--- src/design/isort_pkg.sv ---
`timescale 1ns / 1ps
// Shared types for the insertion sorter: request and result payload structs,
// plus the command/status structs between controller and datapath. No dependencies.
package isort_pkg;

	localparam int DATA_W = 32;

	// One request: a list element and its end-of-list mark
	typedef struct packed {
		logic signed [DATA_W-1:0] value;
		logic                     last;
	} item_t;

	// One result: next element in ascending order and its flags
	typedef struct packed {
		logic signed [DATA_W-1:0] sorted_value;
		logic                     final_res;
		logic                     dropped;
	} result_t;

	// Controller -> datapath commands
	typedef struct packed {
		logic insert;   // place the request value into the sorted row
		logic shift;    // emit entry 0 and move the row down one place
	} isort_cmd_t;

	// Datapath -> controller status
	typedef struct packed {
		logic full;     // row holds its full capacity
		logic one_left; // exactly one entry stored
	} isort_stat_t;

endpackage

--- src/design/isort_datapath.sv ---
`timescale 1ns / 1ps
// Sorted row of compare-and-shift cells with its fill count.
// Depends on isort_pkg.
module isort_datapath import isort_pkg::*; #(
	parameter int CAPACITY = 32
) (
	input  logic                     clk,
	input  logic                     arst_n,
	input  isort_cmd_t               cmd,
	input  logic signed [DATA_W-1:0] value,
	output isort_stat_t              stat,
	output logic signed [DATA_W-1:0] head
);

	localparam int CNT_W = $clog2(CAPACITY + 1);

	logic signed [DATA_W-1:0] store_q [CAPACITY];
	logic [CNT_W-1:0]         cnt_q;
	logic [CAPACITY-1:0]      gt;

	// Each cell compares against the new value; valid cells form a sorted prefix
	for (genvar i = 0; i < CAPACITY; i++) begin : g_cell
		assign gt[i] = (CNT_W'(i) < cnt_q) && (store_q[i] > value);

		if (i == 0) begin : g_first
			always_ff @(posedge clk) begin
				if (cmd.shift) begin
					store_q[i] <= store_q[i+1];
				end else if (cmd.insert && (gt[i] || cnt_q == CNT_W'(i))) begin
					store_q[i] <= value;
				end
			end
		end else if (i == CAPACITY - 1) begin : g_top
			always_ff @(posedge clk) begin
				if (cmd.shift) begin
					store_q[i] <= store_q[i];
				end else if (cmd.insert && gt[i-1]) begin
					store_q[i] <= store_q[i-1];
				end else if (cmd.insert && (gt[i] || cnt_q == CNT_W'(i))) begin
					store_q[i] <= value;
				end
			end
		end else begin : g_mid
			always_ff @(posedge clk) begin
				if (cmd.shift) begin
					store_q[i] <= store_q[i+1];
				end else if (cmd.insert && gt[i-1]) begin
					store_q[i] <= store_q[i-1];
				end else if (cmd.insert && (gt[i] || cnt_q == CNT_W'(i))) begin
					store_q[i] <= value;
				end
			end
		end
	end

	// Fill count
	always_ff @(posedge clk or negedge arst_n) begin
		if (!arst_n) begin
			cnt_q <= '0;
		end else if (cmd.shift) begin
			cnt_q <= cnt_q - CNT_W'(1);
		end else if (cmd.insert) begin
			cnt_q <= cnt_q + CNT_W'(1);
		end
	end

	assign stat.full     = (cnt_q == CNT_W'(CAPACITY));
	assign stat.one_left = (cnt_q == CNT_W'(1));
	assign head          = store_q[0];

`ifndef ASSERT_OFF
	a_cnt_bound: assert property (@(posedge clk) disable iff (!arst_n)
		cnt_q <= CNT_W'(CAPACITY))
		else $error("fill count beyond capacity");

	a_shift_nonempty: assert property (@(posedge clk) disable iff (!arst_n)
		cmd.shift |-> cnt_q != '0)
		else $error("drain shift on empty row");

	a_no_insert_full: assert property (@(posedge clk) disable iff (!arst_n)
		cmd.insert |-> !stat.full && !cmd.shift)
		else $error("insert into full row or during drain");

	a_sorted_head: assert property (@(posedge clk) disable iff (!arst_n)
		cnt_q >= CNT_W'(2) |-> store_q[0] <= store_q[1])
		else $error("row head out of order");
`endif

endmodule

--- src/design/isort_ctrl.sv ---
`timescale 1ns / 1ps
// Controller for the insertion sorter: accept/drain state machine and overflow flag.
// Depends on isort_pkg.
module isort_ctrl import isort_pkg::*; (
	input  logic        clk,
	input  logic        arst_n,
	input  logic        start,
	input  logic        last,
	input  isort_stat_t stat,
	output isort_cmd_t  cmd,
	output logic        busy,
	output logic        strobe,
	output logic        final_res,
	output logic        dropped
);

	localparam logic ST_IDLE  = 1'b0;
	localparam logic ST_DRAIN = 1'b1;

	logic state_q;
	logic ovf_q;
	logic accept;

	assign accept = start && (state_q == ST_IDLE);

	// Commands to the row
	assign cmd.insert = accept && !stat.full;
	assign cmd.shift  = (state_q == ST_DRAIN);

	// State and overflow flag
	always_ff @(posedge clk or negedge arst_n) begin
		if (!arst_n) begin
			state_q <= ST_IDLE;
			ovf_q   <= 1'b0;
		end else begin
			case (state_q)
				ST_IDLE: begin
					if (accept) begin
						if (stat.full) ovf_q <= 1'b1;
						if (last) state_q <= ST_DRAIN;
					end
				end
				ST_DRAIN: begin
					if (stat.one_left) begin
						state_q <= ST_IDLE;
						ovf_q   <= 1'b0;
					end
				end
				default: begin
					state_q <= ST_IDLE;
				end
			endcase
		end
	end

	assign busy      = (state_q == ST_DRAIN);
	assign strobe    = (state_q == ST_DRAIN);
	assign final_res = (state_q == ST_DRAIN) && stat.one_left;
	assign dropped   = ovf_q;

`ifndef ASSERT_OFF
	a_drain_ends: assert property (@(posedge clk) disable iff (!arst_n)
		(state_q == ST_DRAIN) && stat.one_left |=> state_q == ST_IDLE && !ovf_q)
		else $error("drain did not end after last entry");

	a_full_sets_ovf: assert property (@(posedge clk) disable iff (!arst_n)
		accept && stat.full && !last |=> ovf_q)
		else $error("overflow not recorded");

	a_drain_continues: assert property (@(posedge clk) disable iff (!arst_n)
		(state_q == ST_DRAIN) && !stat.one_left |=> state_q == ST_DRAIN)
		else $error("drain left early");
`endif

endmodule

--- src/design/insertion_sorter_core.sv ---
`timescale 1ns / 1ps
// Top level of the insertion sorter: controller plus sorted-row datapath.
// Depends on isort_pkg, isort_ctrl, isort_datapath.

// A request not marked last is compared against every stored entry at
// once and slotted into the sorted row, so busy stays low and a request
// may follow every cycle. A request marked last raises busy while the row
// drains through its head cell, one result per cycle with strobe high and
// one result for each stored entry (1 to CAPACITY), in ascending order,
// the final one with final_res set. Results are shown for one cycle each
// and cannot be stalled. Once the row holds CAPACITY entries, further
// values of the list are dropped and every result of that list carries
// dropped.
module insertion_sorter_core import isort_pkg::*; #(
	parameter int CAPACITY = 32
) (
	input  logic    clk,
	input  logic    arst_n,
	input  logic    start,
	output logic    busy,
	input  item_t   item,
	output logic    strobe,
	output result_t result
);

	isort_cmd_t               cmd;
	isort_stat_t              stat;
	logic signed [DATA_W-1:0] head;
	logic                     final_res;
	logic                     dropped;

	isort_ctrl u_ctrl (
		.clk       (clk),
		.arst_n    (arst_n),
		.start     (start),
		.last      (item.last),
		.stat      (stat),
		.cmd       (cmd),
		.busy      (busy),
		.strobe    (strobe),
		.final_res (final_res),
		.dropped   (dropped)
	);

	isort_datapath #(
		.CAPACITY (CAPACITY)
	) u_dp (
		.clk    (clk),
		.arst_n (arst_n),
		.cmd    (cmd),
		.value  (item.value),
		.stat   (stat),
		.head   (head)
	);

	// Result payload
	assign result.sorted_value = head;
	assign result.final_res    = final_res;
	assign result.dropped      = dropped;

endmodule
--- config.mk ---
export PLATFORM = sky130hd
export DESIGN_NAME = insertion_sorter_core
export DESIGN_NICKNAME = d
export VERILOG_FILES = /design/src/design/isort_pkg.sv /design/src/design/isort_datapath.sv /design/src/design/isort_ctrl.sv /design/src/design/insertion_sorter_core.sv
export SDC_FILE = /design/constraint.sdc
export NUM_CORES = 2
export LEC_CHECK = 0
export BUFFER_PORTS_ARGS = -buffer_cell sky130_fd_sc_hd__buf_2
export CORE_MARGIN = 10
export CORE_UTILIZATION = 60
export CTS_BUF_LIST = sky130_fd_sc_hd__clkbuf_16
export CTS_CLUSTER_DIAMETER = 200
export DETAILED_ROUTE_END_ITERATION = 10
export HOLD_SLACK_MARGIN = 0.1
export PLACE_DENSITY_LB_ADDON = 0.2
export RECOVER_POWER = 50
export SYNTH_ARGS = -nofsm -noshare
export SYNTH_HDL_FRONTEND = slang
export SYNTH_SLANG_ARGS = --single-unit
export TNS_END_PERCENT = 50
--- constraint.sdc ---
create_clock -name clk -period 12.4 [get_ports clk]
set_input_delay 0.62 -clock clk [delete_from_list [all_inputs] [get_ports clk]]
set_output_delay 0.62 -clock clk [all_outputs]
set_load 0.005 [all_outputs]
Yosys cells after proc, flatten, opt, wreduce, memory -nomap -nowiden
Memories as Yosys holds them, arrays and structs flattened.
Cells that the tools add are included.

storage, ports and cells
  register bits after elaboration = 8
  memory bits (writable) = 1024
  bits of input ports = 36
  output and inout bits = 36
  logic and storage cells = 598
  memories = 1

memory list
  name          depth  bits a word  rd ports  clocked after memory_dff  wr ports  RTL line              text
  u_dp.store_q  32     32           32        0                         32        isort_datapath.sv:17  logic signed [DATA_W-1:0] store_q [CAPACITY];

operators by class
  $add $sub $neg = 2
  $lt $le $gt $ge = 64
  eq/ne operators = 35
  multiplexer cells = 295
  bitwise gates (word level) = 64
  reduce and logical (&&, ||, !) cells = 134

operators by type and width
  kind                                                       count
  two-way mux 32 bit                                         63
  > comparator 32 bit                                        32
  two-way mux 1 bit                                          228
  logical AND 1 bit                                          98
  == test 6 x 5 -> 1 bit, second input constant              16
  less-than comparator 5 x 6 -> 1 bit, first input constant  16
  bitwise OR 1 bit                                           63
  == test 6 x 4 -> 1 bit, second input constant              8
  less-than comparator 4 x 6 -> 1 bit, first input constant  8
  logical OR 1 bit                                           32
  == test 6 x 3 -> 1 bit, second input constant              4
  less-than comparator 3 x 6 -> 1 bit, first input constant  4
  == test 6 x 2 -> 1 bit, second input constant              2
  less-than comparator 1 x 6 -> 1 bit, first input constant  2
  less-than comparator 2 x 6 -> 1 bit, first input constant  2
  two-way mux 6 bit                                          2
  adder 6 x 1 -> 6 bit, second input constant                1
  == test 6 x 1 -> 1 bit, second input constant              1
  == test 6 bit, second input constant                       1
  zero test 6 bit                                            1
  inequality test 2 x 1 -> 1 bit, second input constant      3
  subtractor 6 x 1 -> 6 bit, second input constant           1
  case mux 1 bit (2 select lines)                            2
  AND reduction 3 bit                                        1
  3 further kinds                                            3

Depth between registers and ports, before layout
  depth in word-level cells = 9
  gate-level depth with buffers = 16
  depth with buffers taken out = 11

Cells and area by module
From an unflattened synthesis, not the netlist that was laid out.

unflattened totals
  cells, all modules = 6774
  area total of the unflattened synthesis = 78504.0 um2

modules (own cells, without submodules)
  module                 times used  cells an instance  area an instance (um2)
  isort_datapath         1           6761               78378.9
  isort_ctrl             1           11                 110.1
  insertion_sorter_core  1           2                  15.0

Least setup slack after synthesis
Ideal clock, no wire load.

  path kind = input-to-reg
  start point = input port item[14] (netlist name)
  end point = memory u_dp.store_q[3][0], enable pin
  library setup time = 654 ps
  arrival time = 5152 ps
  data required time = 11746 ps
  path slack = 6594 ps
  stages on the path = 13
  path buffers = 4
  cell sequence = clkbuf_1 > inv_1 > clkbuf_1 > ha_1 > a21o_1 > a21o_1 > a211o_1 > o21a_1 > o21a_1 > o21ai_1 > buf_2 > buf_1 > o2111ai_1

RTL lines
  item         RTL line                     text
  from (decl)  insertion_sorter_core.sv:21  input item_t item,
  to (decl)    isort_datapath.sv:17

==> run summary <==
final setup violating endpoints: 0
Syn. warnings: 0
Clock Tree Root: clkbuf_16
vias per cell: 7.251
measured slew at the worst slew-check pin: 3.366 ns
post-route ant nets: 0
Hold Startpoint: item[0]
Synth Net Count: 8280
layout cells sized above 1: 0.06472
max-slew violation count: 1522
Syn Inst Count: 7216
crit share post-route: 0.7248
internal reg-to-reg setup slack: 4.19 ns
synthesis-to-finish area growth: 7.589%
most used cell, CP: clkbuf_1
WP data required: 12.90 ns
worst hold slack: 0.3007 ns
Setup crit start kind: primary input
critical path arrival: 9.49 ns
CTS tree: yes
status: complete, but fails checks
mapped cell area: 77990 µm²
DRT iter0 DRCs: 8507
HP Class: in -> reg
CP max FO: 36
Longest Clk Path Bufs: 3
vias in the first global route: 62490
register area share after synthesis: 0.3968
Setup WS pre-CTS: 5.919 ns
final-report hold violation count: 0
Pre-antenna DRT Iters: 8
Max transition margin: -1.244
Post-synth EDFFs: 1024
Core Area: 129300 µm²
highest-delay cell along the critical path: clkbuf_1
Die W: 380.5 µm
DRC violations left: 0
Synth Register Bits: 1032
DRT Wirelength: 291300 µm
maximum clock rate: 111.3 MHz
Most used DFF post-synth: edfxtp_1
Pleak: 35.66 nW
Post-Syn Area per Cell: 10.81 µm²
post-DP HPWL: 209000 µm
critical path endpoint category: flop
minimum clock period after layout: 8.988 ns
critical path, cell by cell: clkbuf_1, inv_1, buf_4, ha_1, nand4_1, nor3_1, and3_1, nand3_1, nand3_1, a31oi_4, clkbuf_1, o21bai_4, clkbuf_1, mux2_1
Starting Density: 0.6031
largest net degree at the start of global routing: 73
final setup TNS: 0 ns
CTS Buf Count: 118
asr flop ratio synth: 0.007752
Crit Reg-Reg Startpoint: u_ctrl.busy
reg-to-reg endpoint: u_dp.store_q[26][3]
total clock sinks: 1032
Peak VDD IR: 0.1580 mV
GR Overflow Total: 0
worst clock skew: 0.02384 ns
IO Pins: 72
first-pass GRT wire length: 423200 µm
IO Port Bufs: 71
max incr delay on CP: 2.06 ns
overall global routing resource usage: 0.3865
failing checks: capacitance limit, slew limit
initial antenna violation count: 17
# Max-Cap Violations: 43
Worst-Skew Late Latency: 0.76 ns
RSZ-0062 raised after global routing: no
Die Footprint: 144800 µm²
Pwr per Cell Area: 239.0 nW/µm²
setup ws final: 3.412 ns
Unique masters post-synth: 95
Die Y: 380.5 µm
H-tree levels: 3
Clock transition at path regs: 0.06 ns
wire per inst: 32.44 µm
total vias in the final route: 65100
Rows: 132
Min-Delay Endpoint: u_ctrl.busy
global placement routability congestion: 0.9913
Setup CP Type: in -> reg
Final nets: 8196
R2R depth: 11
Cells on Worst Hold Path: 3
-- layer usage --
metal / track usage / vias up / part of all wire
met5: 0 / - / 0.00024
met3: 0.09535 / 1184 / 0.12
met1: 0.4816 / 31600 / 0.37
li1: - / 27960 / -
met4: 0.2711 / 12 / 0.087
met2: 0.5867 / 4347 / 0.43
-- cell families after synthesis --
| family | Yosys count | synth area share |
|---|---|---|
| AO/OA/AOI/OAI | 1625 | 0.1283 |
| XOR/XNOR | 9 | 0.001011 |
| adder cells (fa/ha/maj) | 1028 | 0.1649 |
| buffers and inverters | 553 | 0.03026 |
| flip-flops | 1032 | 0.3968 |
| multiplexers | 1340 | 0.1745 |
| AND/OR/NAND/NOR | 1629 | 0.1042 |
-- worst max-delay path, delay by kind of cell --
family                     cells  cell delay (ns)
buffers and inverters          5             6.00
and+or+nand+nor                5             1.51
AOI/OAI and AO/OA              2             0.44
muxes                          1             0.42
adders and majority gates      1             0.40
-- flip-flops by register name, summed over array words and instances (netlist names) --
signal and count:
u_dp.cnt_q 6, u_dp.store_q 1024, u_ctrl.busy 1, u_ctrl.dropped 1
-- metrics by stage --
stage                     utilization  power [mW]  area, µm²  std cells
final                          0.6489       20.05      83910       8979
after global routing           0.6488       21.02      83900       8974
after CTS                      0.6510       19.71      84190       8973
after detailed placement       0.6211       16.09      80320       8753
after global placement         0.6211       15.65      80320       8753
after floorplan                     -       12.76      77990       7216
-- Yosys cell counts, types with 123 or more instances --
cell type / n / area, µm²
o21ai_1: 154 / 770.7
nand2_1: 505 / 1896
edfxtp_1: 1024 / 30750
nor2_1: 354 / 1329
clkbuf_1: 287 / 1077
nand4_1: 250 / 1564
a21oi_1: 602 / 3013
nand3_1: 126 / 630.6
ha_1: 1028 / 12860
mux2i_1: 1182 / 11830
mux2_1: 123 / 1385
o21ai_0: 266 / 1331
-- power breakdown --
part | switching [mW] | internal [mW] | total, mW
registers | 2.59 | 6.32 | 8.91
clock network | 1.56 | 2.06 | 3.62
logic | 4.28 | 3.24 | 7.52
-- timing repair --
item,CTS,global route
resized for setup,0,0
setup buffers,0,0
hold buffers,1,0
endpoints found under the hold margin,8,0
-- cell type report --
class                      instances  area, µm²
fill                           10190      45400
multi-input combinational       5631      45050
sequential                      1032      30950
clock buffer                     123       3078
tap                             1742       2180
timing repair buffer             247       1474
clock inverter                    96      783.3
inverter                         102      382.9
antenna                            6      15.01
-- worst max-delay path by stage --
stage,startpoint,end,slack (ns),cells past startpoint
2_1_floorplan,item[14],u_dp.store_q[3][0],6.59,13
3_3_place_gp,item[31],u_dp.store_q[3][14],5.97,13
3_5_place_dp,item[31],u_dp.store_q[3][15],5.92,13
4_1_cts,item[31],u_dp.store_q[3][15],6.74,13
5_1_grt,item[31],u_dp.store_q[16][24],3.43,14
6_report,item[31],u_dp.store_q[7][0],3.41,14
-- placed cells by master, fill, tap and decap left out, types with 75 or more instances in the layout --
cell type,instances
a21o_1,122
a21oi_1,599
buf_4,133
clkbuf_1,80
clkbuf_16,123
edfxtp_1,1024
ha_1,1027
inv_1,103
mux2_1,123
mux2i_1,1181
nand2_1,503
nand3_1,120
nand4_1,250
nor2_1,353
nor2b_1,75
o21ai_0,378
Power figures use the tool's default switching activity.
